## src/rtl/csd_pkg.sv

```systemverilog
// ----------------------------------------------------------------------------
// csd_pkg
// Shared types and constants of the capsule signed distance pipeline.
// ----------------------------------------------------------------------------
`default_nettype none

package csd_pkg;

  localparam int COORD_W = 32;
  localparam int AXIS_W  = 16;
  localparam int LEN_W   = 31;
  localparam int DIFF_W  = COORD_W + 1;

  // Restoring divider: 32 quotient bits, four per stage.
  localparam int DIV_STAGES = 8;
  localparam int DIV_BPS    = 4;

  // Square root: 32 result bits, four per stage.
  localparam int SQ_STAGES = 8;
  localparam int SQ_BPS    = 4;

  localparam int CFG_IDX_W = 3;

  localparam logic [CFG_IDX_W-1:0] REG_CENTER_X = 3'd0;
  localparam logic [CFG_IDX_W-1:0] REG_CENTER_Y = 3'd1;
  localparam logic [CFG_IDX_W-1:0] REG_CENTER_Z = 3'd2;
  localparam logic [CFG_IDX_W-1:0] REG_AXIS_X   = 3'd3;
  localparam logic [CFG_IDX_W-1:0] REG_AXIS_Y   = 3'd4;
  localparam logic [CFG_IDX_W-1:0] REG_AXIS_Z   = 3'd5;
  localparam logic [CFG_IDX_W-1:0] REG_LENGTH   = 3'd6;
  localparam logic [CFG_IDX_W-1:0] REG_RADIUS   = 3'd7;

  typedef logic signed [DIFF_W-1:0] diff_t;

  // Values that ride alongside the divider.
  typedef struct packed {
    diff_t dx;
    diff_t dy;
    diff_t dz;
    logic  neg;
    logic  uzero;
  } div_side_t;

endpackage

`default_nettype wire

```

## src/rtl/csd_sqrt.sv

```systemverilog
// ----------------------------------------------------------------------------
// csd_sqrt
// Pipelined integer square root, floor of the root of a 64-bit value.
// ----------------------------------------------------------------------------
`default_nettype none

module csd_sqrt
  import csd_pkg::*;
(
  input  wire logic        clk,
  input  wire logic        rst,
  input  wire logic        en,
  input  wire logic        in_valid,
  input  wire logic [63:0] x,
  input  wire logic        in_big,
  output logic             out_valid,
  output logic [31:0]      root,
  output logic             out_big
);

  logic [33:0] rem_q  [SQ_STAGES+1];
  logic [31:0] root_q [SQ_STAGES+1];
  logic [63:0] x_q    [SQ_STAGES+1];
  logic        big_q  [SQ_STAGES+1];
  logic        vld_q  [SQ_STAGES+1];

  assign rem_q[0]  = '0;
  assign root_q[0] = '0;
  assign x_q[0]    = x;
  assign big_q[0]  = in_big;
  assign vld_q[0]  = in_valid;

  for (genvar g = 0; g < SQ_STAGES; g++) begin : g_stage
    logic [33:0] rem_n;
    logic [31:0] root_n;
    logic [63:0] x_n;

    always_comb begin : p_steps
      logic [35:0] t;
      logic [35:0] trial;
      rem_n  = rem_q[g];
      root_n = root_q[g];
      x_n    = x_q[g];
      for (int k = 0; k < SQ_BPS; k++) begin
        t     = {rem_n, x_n[63:62]};
        trial = {2'b00, root_n, 2'b01};
        x_n   = {x_n[61:0], 2'b00};
        if (t >= trial) begin
          rem_n  = 34'(t - trial);
          root_n = {root_n[30:0], 1'b1};
        end else begin
          rem_n  = t[33:0];
          root_n = {root_n[30:0], 1'b0};
        end
      end
    end

    always_ff @(posedge clk) begin
      if (rst) begin
        vld_q[g+1] <= 1'b0;
      end else if (en) begin
        vld_q[g+1] <= vld_q[g];
      end
      if (en) begin
        rem_q[g+1]  <= rem_n;
        root_q[g+1] <= root_n;
        x_q[g+1]    <= x_n;
        big_q[g+1]  <= big_q[g];
      end
    end
  end

  assign out_valid = vld_q[SQ_STAGES];
  assign root      = root_q[SQ_STAGES];
  assign out_big   = big_q[SQ_STAGES];

endmodule

`default_nettype wire

```

## config.mk

```make
export PLATFORM = sky130hd
export DESIGN_NAME = csd_sqrt
export DESIGN_NICKNAME = d
export VERILOG_FILES = /design/src/rtl/csd_pkg.sv /design/src/rtl/csd_sqrt.sv
export SDC_FILE = /design/constraint.sdc
export NUM_CORES = 2
export LEC_CHECK = 0
export BUFFER_PORTS_ARGS = -buffer_cell sky130_fd_sc_hd__buf_2
export CORE_AREA = 2 2 364 366
export CTS_CLUSTER_DIAMETER = 80
export DETAILED_ROUTE_END_ITERATION = 8
export DIE_AREA = 0 0 366 368
export PLACE_DENSITY = 0.7
export REMOVE_ABC_BUFFERS = 1
export SLEW_MARGIN = 20
export SYNTH_ARGS = -nofsm -noshare
export SYNTH_HDL_FRONTEND = slang
export SYNTH_SLANG_ARGS = --single-unit
export TNS_END_PERCENT = 5
```

## constraint.sdc

```tcl
create_clock -name clk -period 10.98 [get_ports clk]
set_input_delay 2.196 -clock clk [delete_from_list [all_inputs] [get_ports clk]]
set_output_delay 2.196 -clock clk [all_outputs]
set_load 0.005 [all_outputs]
```

==> impl_metrics.toml <==
[setup_path]
reg2reg_to = "rem_q[65]"
cp.arrival_ps = 11150
cp-start-kind = "flip-flop"
reg2reg_from = "root_q[81]"
cp_slowest_stage_delay_ps = 470
crit_type = "flip-flop to flip-flop"
cp_max_fo = 11
slowest_stage = "edfxtp_1"
end_kind = "flip-flop"
cp_num_buf_inv = 9
r2r_setup_slack_ps = 290
endpoint = "rem_q[65]"
cp_common_cell = "buf_4"
crit_cells = 56
required_ps = 11440
critPathLaunch = "root_q[81]"
crit_family = "compound AO/OA/AOI/OAI gates"
worstRegToRegCells = 56

[synthesis]
synth_top_area_cell = "edfxtp_1"
synth-xor-area-share_pct = 10.4
ys_warn_count = 0
ys_ff_latch = 622
syn_area_per_cell_um2 = 8.36
synthMuxAreaShare_pct = 2.65
yosys.cell_count.top_type = "a21oi_1"
yosys.area_share.simple_pct = 21.3
synthTopCellsByCount = "736 x a21oi_1, 689 x nor2_1, 656 x nand2_1"
syn_area_um2 = 65100
synth_top_area_share_pct = 28.3
synthArstFlopShare_pct = 0
yosysUniqueCellTypes = 105
synth_area_leaders = "edfxtp_1 28%, ha_1 11%, xnor2_1 6.5%, a21oi_1 5.7%, nor2_1 4.0%"
synthCells = 7796
synthAdderAreaFrac_pct = 10.8
ys_seq_area_share_pct = 28.6
synth_compound_area_share_pct = 22.8
synthFlopType = "edfxtp_1"
synth_top_family_by_area = "compound AO/OA/AOI/OAI gates"
synth-edff-count = 614

[hold_path]
hold_depth = 0
hp-class = "flip-flop to flip-flop"

[run]
maxCapViolations = 0

[routing]
first_pass_iters = 7
wl_um = 226000
detail-route-antenna-nets = 0
drc = 0
vias = 65300
vias_per_cell = 6.09
wire_per_inst_um = 21.0
drtIter0Drc = 5690

[sta]
final.setup_skew_ps = 44.2
worstMarginPinSlew_ps = 1130
rsz0062_at_grt = "yes"
fin_crit_sh_pct = 97.3
final.setup.tns_ps = 0
maxSlewViolCount = 0
period_minus_slack_ps = 10690
setup_viol = 0
hold_viol = 0
slew_headroom_pct = 24.8
fmax_mhz = 93.6

[global_route]
grt_use_total_pct = 32.2
grt_pass1_wl_um = 346000
antenna_found_initial = 5
grt_max_degree = 162
grt_pass1_vias = 62400
grt_overflow = 0

[final_layout]
fin_util_pct = 60.9
finalNonFillerCells = 10700
antenna_cells = 0
final_layout_size_suffix_gt1_share_pct = 20.4
area_growth_syn_to_layout_pct = 22.3
nNetsFinal = 9541

[placed_design]
place_inst = 10500
dp_hpwl_um = 182000
gp_congestion = 1.00
port_buffers = 102

[clock_tree]
htreeDepth = 3
numCtsBuffers = 79
clkTransAtPathRegs_ps = 60
root_buffer = "clkbuf_16"
clk_latency_ps = 730
clk_path_buf_depth = 3
numClockSinks = 622
cts_tree = "yes"
ctsHoldBuffers = 0

[floorplanning]
initial_core_util_pct = 49.8
floorplan.die_area_um2 = 135000
dieHeight_um = 368
boundaryPins = 103
core_area_um2 = 131000
placementRows = 133
fp.dieW_um = 366

[outcome]
status = "complete, no violations"
==> kinds of logic (layout without fill, tap and decap cells) <==
logic type | after synthesis | count (layout)
buffers and inverters | 617 | 1795
AOI/OAI and AO/OA | 2320 | 2320
adders and majority gates | 560 | 560
DFF | 622 | 622
muxes | 157 | 157
other | 1 | 3
xor gates and xnor gates | 773 | 773
and+or+nand+nor | 2746 | 2748
==> layout make-up <==
class | instances | area (µm²)
Multi-Input combinational cell | 6561 | 45200
Fill cell | 11800 | 51100
Timing Repair inverter | 1 | 7.51
Inverter | 363 | 1370
Timing Repair Buffer | 1284 | 9630
Clock inverter | 55 | 627
Clock buffer | 92 | 2030
Sequential cell | 622 | 18600
Tap cell | 1755 | 2200
==> flip-flops by register name, indices dropped and copies added (netlist names) <==
signal	cells
g_stage.x_n	168
root	32
out_big	1
root_q	112
g_stage.p_steps.t	14
out_valid	1
vld_q	7
big_q	7
rem_q	238
x_q	42
==> metal layers <==
layer  share of wire [%]  track usage, %
met1                  40            39.2
met3                 5.8            3.87
met2                  47            55.0
met4                 6.5            18.3
met5              0.0066               0
==> worst min path at each step <==
stage                    endpoint  slack, ps               start
2_1_floorplan            big_q[1]        400            big_q[2]
3_5_place_dp   g_stage[2].x_n[34]        400  g_stage[1].x_n[26]
5_1_grt                  x_q[251]        390  g_stage[4].x_n[59]
4_1_cts                  x_q[251]        380  g_stage[4].x_n[59]
6_report                 x_q[251]        390  g_stage[4].x_n[59]
3_3_place_gp             big_q[4]        400            big_q[5]
==> metrics by stage <==
stage               setup WS (ps)  hold WS [ps]  instance area, µm²
CTS                         -39.8           378               78400
floorplan                   -3850           400               64100
global route                 -126           393               79700
finish                        293           385               79700
detailed placement           -373           405               75600
global placement             -387           400               75600
==> what timing repair did <==
item,CTS,global route
buffers inserted,1,40
hold endpoints to repair,0,0
endpoints found under the setup margin,95,186
pin swaps,2,52
cloned,2,1
resized for setup,32,238
==> cells in the final DEF (no fill, tap or decap), types with 98 or more instances in the layout <==
master       n
nor2b_1     98
nand3_1    212
nor3_1     192
nor2_1     682
a21o_1     286
xnor2_1    483
buf_2      101
xor2_1     287
ha_1       541
edfxtp_1   614
a21oi_1    693
nand2_1    649
mux2_2     114
inv_1      340
buf_4     1155
nand4_1    154
o21ai_0    413
Power is not shown: default switching activity piles up to over one toggle a cycle in this logic, so the estimate is an artifact.
