### src/rtl/csd_pkg.sv
// ----------------------------------------------------------------------------
// csd_pkg
// Shared types and constants of the capsule signed distance pipeline.
// ----------------------------------------------------------------------------
`default_nettype none

package csd_pkg;

  localparam int COORD_W = 32;
  localparam int AXIS_W  = 16;
  localparam int LEN_W   = 31;
  localparam int DIFF_W  = COORD_W + 1;

  // Restoring divider: 32 quotient bits, four per stage.
  localparam int DIV_STAGES = 8;
  localparam int DIV_BPS    = 4;

  // Square root: 32 result bits, four per stage.
  localparam int SQ_STAGES = 8;
  localparam int SQ_BPS    = 4;

  localparam int CFG_IDX_W = 3;

  localparam logic [CFG_IDX_W-1:0] REG_CENTER_X = 3'd0;
  localparam logic [CFG_IDX_W-1:0] REG_CENTER_Y = 3'd1;
  localparam logic [CFG_IDX_W-1:0] REG_CENTER_Z = 3'd2;
  localparam logic [CFG_IDX_W-1:0] REG_AXIS_X   = 3'd3;
  localparam logic [CFG_IDX_W-1:0] REG_AXIS_Y   = 3'd4;
  localparam logic [CFG_IDX_W-1:0] REG_AXIS_Z   = 3'd5;
  localparam logic [CFG_IDX_W-1:0] REG_LENGTH   = 3'd6;
  localparam logic [CFG_IDX_W-1:0] REG_RADIUS   = 3'd7;

  typedef logic signed [DIFF_W-1:0] diff_t;

  // Values that ride alongside the divider.
  typedef struct packed {
    diff_t dx;
    diff_t dy;
    diff_t dz;
    logic  neg;
    logic  uzero;
  } div_side_t;

endpackage

`default_nettype wire

### src/rtl/csd_div.sv
// ----------------------------------------------------------------------------
// csd_div
// Pipelined restoring divider, 64 by 32 bits, 32-bit quotient plus overflow.
// ----------------------------------------------------------------------------
`default_nettype none

module csd_div
  import csd_pkg::*;
(
  input  wire logic        clk,
  input  wire logic        rst,
  input  wire logic        en,
  input  wire logic        in_valid,
  input  wire logic [63:0] num,
  input  wire logic [31:0] den,
  input  wire div_side_t   in_side,
  output logic             out_valid,
  output logic [31:0]      quo,
  output logic             ovf,
  output div_side_t        out_side
);

  logic [31:0] rem_q  [DIV_STAGES+1];
  logic [31:0] low_q  [DIV_STAGES+1];
  logic        ovf_q  [DIV_STAGES+1];
  logic        vld_q  [DIV_STAGES+1];
  div_side_t   side_q [DIV_STAGES+1];

  // A quotient of 2^32 or more shows up as a high half not below the divisor.
  assign ovf_q[0]  = (num[63:32] >= den);
  assign rem_q[0]  = ovf_q[0] ? 32'd0 : num[63:32];
  assign low_q[0]  = num[31:0];
  assign vld_q[0]  = in_valid;
  assign side_q[0] = in_side;

  for (genvar g = 0; g < DIV_STAGES; g++) begin : g_stage
    logic [31:0] rem_n;
    logic [31:0] low_n;

    always_comb begin : p_steps
      logic [32:0] t;
      rem_n = rem_q[g];
      low_n = low_q[g];
      for (int k = 0; k < DIV_BPS; k++) begin
        t = {rem_n, low_n[31]};
        if (t >= {1'b0, den}) begin
          rem_n = 32'(t - {1'b0, den});
          low_n = {low_n[30:0], 1'b1};
        end else begin
          rem_n = t[31:0];
          low_n = {low_n[30:0], 1'b0};
        end
      end
    end

    always_ff @(posedge clk) begin
      if (rst) begin
        vld_q[g+1] <= 1'b0;
      end else if (en) begin
        vld_q[g+1] <= vld_q[g];
      end
      if (en) begin
        rem_q[g+1]  <= rem_n;
        low_q[g+1]  <= low_n;
        ovf_q[g+1]  <= ovf_q[g];
        side_q[g+1] <= side_q[g];
      end
    end
  end

  assign out_valid = vld_q[DIV_STAGES];
  assign quo       = low_q[DIV_STAGES];
  assign ovf       = ovf_q[DIV_STAGES];
  assign out_side  = side_q[DIV_STAGES];

endmodule

`default_nettype wire

### config.mk
export PLATFORM = sky130hd
export DESIGN_NAME = csd_div
export DESIGN_NICKNAME = d
export VERILOG_FILES = /design/src/rtl/csd_pkg.sv /design/src/rtl/csd_div.sv
export SDC_FILE = /design/constraint.sdc
export NUM_CORES = 2
export LEC_CHECK = 0
export BUFFER_PORTS_ARGS = -buffer_cell sky130_fd_sc_hd__buf_2
export CORE_UTILIZATION = 35
export DETAILED_ROUTE_END_ITERATION = 8
export GPL_ROUTABILITY_DRIVEN = 0
export PLACE_DENSITY_LB_ADDON = 0.15
export SYNTH_ARGS = -nofsm -noshare
export SYNTH_HDL_FRONTEND = slang
export SYNTH_SLANG_ARGS = --single-unit
### constraint.sdc
create_clock -name clk -period 54.6 [get_ports clk]
set_input_delay 16.38 -clock clk [delete_from_list [all_inputs] [get_ports clk]]
set_output_delay 16.38 -clock clk [all_outputs]
set_load 0.02 [all_outputs]
==> out/metrics.cfg <==
[clock_tree]
ctsHoldBuffers = 0
post_cts_buffers = 0
post_cts_resized = 0
cts.clk_slew.worst_paths_ps = 60
clockBufferDepth = 4
clock_latency_ps = 830
cts-root-buf = clkbuf_16
clkSinkCount = 1304
cts_buffers = 159
htree_levels = 4
cts_tree = done

[synth]
ys_top_cells_by_area = edfxtp_1 38%, ha_1 13%, mux2_2 5.2%
synth.largest_area_cell = edfxtp_1
ys_seq_area_frac = 0.383
synth_nets = 11300
synth-simple-area-share = 0.118
synth_compound_gate_area_share = 0.189
synthCells = 10000
synth_top_area_frac = 0.381
post-synth-top-count-cell = edfxtp_1
synth_area_per_cell_um2 = 10.2
synth_seq_cells = 1304
synth_top_family_by_area = compound AO/OA/AOI/OAI gates
synth_warnings = 0
synth_area_um2 = 102000
synth_fa_ha_area_frac = 0.136
synthMuxAreaShare = 0.0745
ys_types = 101
yosys.area_share.xor_xnor = 0.0692
synth_ff_type = edfxtp_1
synth_common_cells = 1296 x edfxtp_1, 1056 x ha_1, 871 x a21oi_1
synth_edf_count = 1296
async_flop_share = 0

[run_status]
status = completed

[timing]
worstMarginPinSlew_ps = 1100
finalCritPeriodShare = 0.595
max_freq_mhz = 30.8
fin_skew_ps = 50.3
min_period_ps = 32500
max-slew-margin-rel = 0.250
hold_viol = 0
slew_violations = 0
rsz0062_at_grt = false
fin_setup_tns_ps = 0
setup_violations = 0

[critical_path]
end_kind = flop
critPathLaunchType = primary input
critPathLaunch = den[21]
cp_data_arrival_time_ps = 33070
crit_fanout = 33
worst_r2r_endpoint = rem_q[201]
worstRegToRegCells = 50
critPathKind = in -> reg
critPathMaxStageDelay_ps = 840
r2r_start = rem_q[244]
critPathSlowestCell = nor2_2
crit_required_ps = 55160
timing.reg2reg.setup_slack_ps = 38900

[global_routing]
grt_pass1_vias = 77700
grt_first_pass_wirelength_um = 490000
grt_usage = 0.219
grt_max_degree = 150
antenna_found_initial = 32
grt_overflow_total = 0

[worst_hold_path]
whs_path_depth = 0
hold_path_end = low_q[101]
hold_class = reg -> reg
worstHoldStart = low_q[129]

[drt]
ant_nets = 0
drc = 0
vias = 81000
drt-wirelength-per-cell_um = 23.3
wl_um = 333000
firstDrtPassIters = 6
drt-initial-drc-count = 7016
via_per_inst = 5.66

[floorplanning]
rows = 197
start_util = 0.353
die_area_um2 = 294000
fp.dieH_um = 542
dieWidth_um = 542
core_um2 = 289000
ios = 336

[final_layout]
fin_nets = 11600
nFillCells = 28300
drive_gt1_frac = 0.128
area_growth_pct = 10.9

[place]
port_buffers = 335
hpwl_um = 257000

[run]
drv_cap = 0

flip-flops by register name (all words and copies together) (netlist names):
signal / cells
ovf_q: 7
rem_q: 224
vld_q: 7
quo: 32
out_side: 101
side_q: 707
out_valid: 1
ovf: 1
low_q: 224
worst max-delay path by stage:
stage                            end  depth (start not counted)
after floorplan           rem_q[247]                         60
after global placement    rem_q[225]                         59
after detailed placement  rem_q[226]                         60
after CTS                 rem_q[225]                         60
after global routing      rem_q[251]                         60
final                     rem_q[237]                         60
cells by family after synthesis:
kind of cell | Yosys count
simple gates | 2454
xor+xnor | 806
fa+ha+maj | 1087
flops | 1304
buf+inv | 692
mux | 673
compound gates | 2988
area by class of cell:
type                            instances  area, µm²  share of cell area
Multi-Input combinational cell       8008      59900               0.529
Sequential cell                      1304      39100               0.345
Tap cell                             3880       4850              0.0429
Clock buffer                          204       4250              0.0376
Timing Repair Buffer                  473       2770              0.0245
Inverter                              348       1310              0.0116
Clock inverter                         82        946             0.00836
Antenna cell                            8       20.0            0.000177
metal layers:
layer / track usage / wire (µm) / up-vias
li1: - / - / 38600
met1: 0.288 / 146000 / 39200
met2: 0.356 / 150000 / 2641
met3: 0.0388 / 22700 / 606
met4: 0.0843 / 14100 / 8
met5: 0 / 42 / -
cell usage in the layout (no fill, tap or decap), types with 47 or more instances in the layout:
cell type / synthesis / layout
a21o_1: 475 / 475
nor2_1: 644 / 641
edfxtp_1: 1296 / 1296
nand2_1: 618 / 618
clkbuf_16: 0 / 162
o21ai_0: 600 / 600
inv_1: 339 / 308
mux2_1: 111 / 111
xor2_1: 262 / 262
and2_1: 80 / 80
o21a_1: 150 / 150
xnor2_1: 544 / 544
o31ai_1: 56 / 56
a31oi_1: 101 / 100
nand2b_1: 128 / 128
a211oi_1: 98 / 97
a21oi_1: 871 / 870
nor2b_1: 138 / 138
o211ai_1: 58 / 58
ha_1: 1056 / 1056
buf_4: 134 / 136
buf_2: 50 / 333
and3_1: 102 / 102
mux2_2: 473 / 473
nand4_1: 153 / 153
nor4_1: 47 / 47
o21bai_1: 124 / 124
mux2i_1: 62 / 61
nand3_1: 202 / 201
nor3_1: 145 / 145
through the flow:
step / instance area, µm² / setup WS (ps) / hold WS, ps / std cells / util
final: 113000 / 22100 / 403 / 14300 / 0.392
after global routing: 113000 / 20930 / 388 / 14300 / 0.391
after CTS: 113000 / 22470 / 384 / 14300 / 0.391
after detailed placement: 108000 / 21660 / 405 / 14000 / 0.373
after global placement: 108000 / 21900 / 400 / 14000 / 0.373
after floorplan: 102000 / 24060 / 400 / 10000 / -
worst max-delay path, delay by kind of cell:
family | cells | cell delay, ps
adders and majority gates | 5 | 1590
muxes | 4 | 1350
and+or+nand+nor | 14 | 4020
buffers and inverters | 10 | 3010
AOI/OAI and AO/OA | 27 | 6570
Power is not shown: default switching activity piles up to over one toggle a cycle in this logic, so the estimate is an artifact.
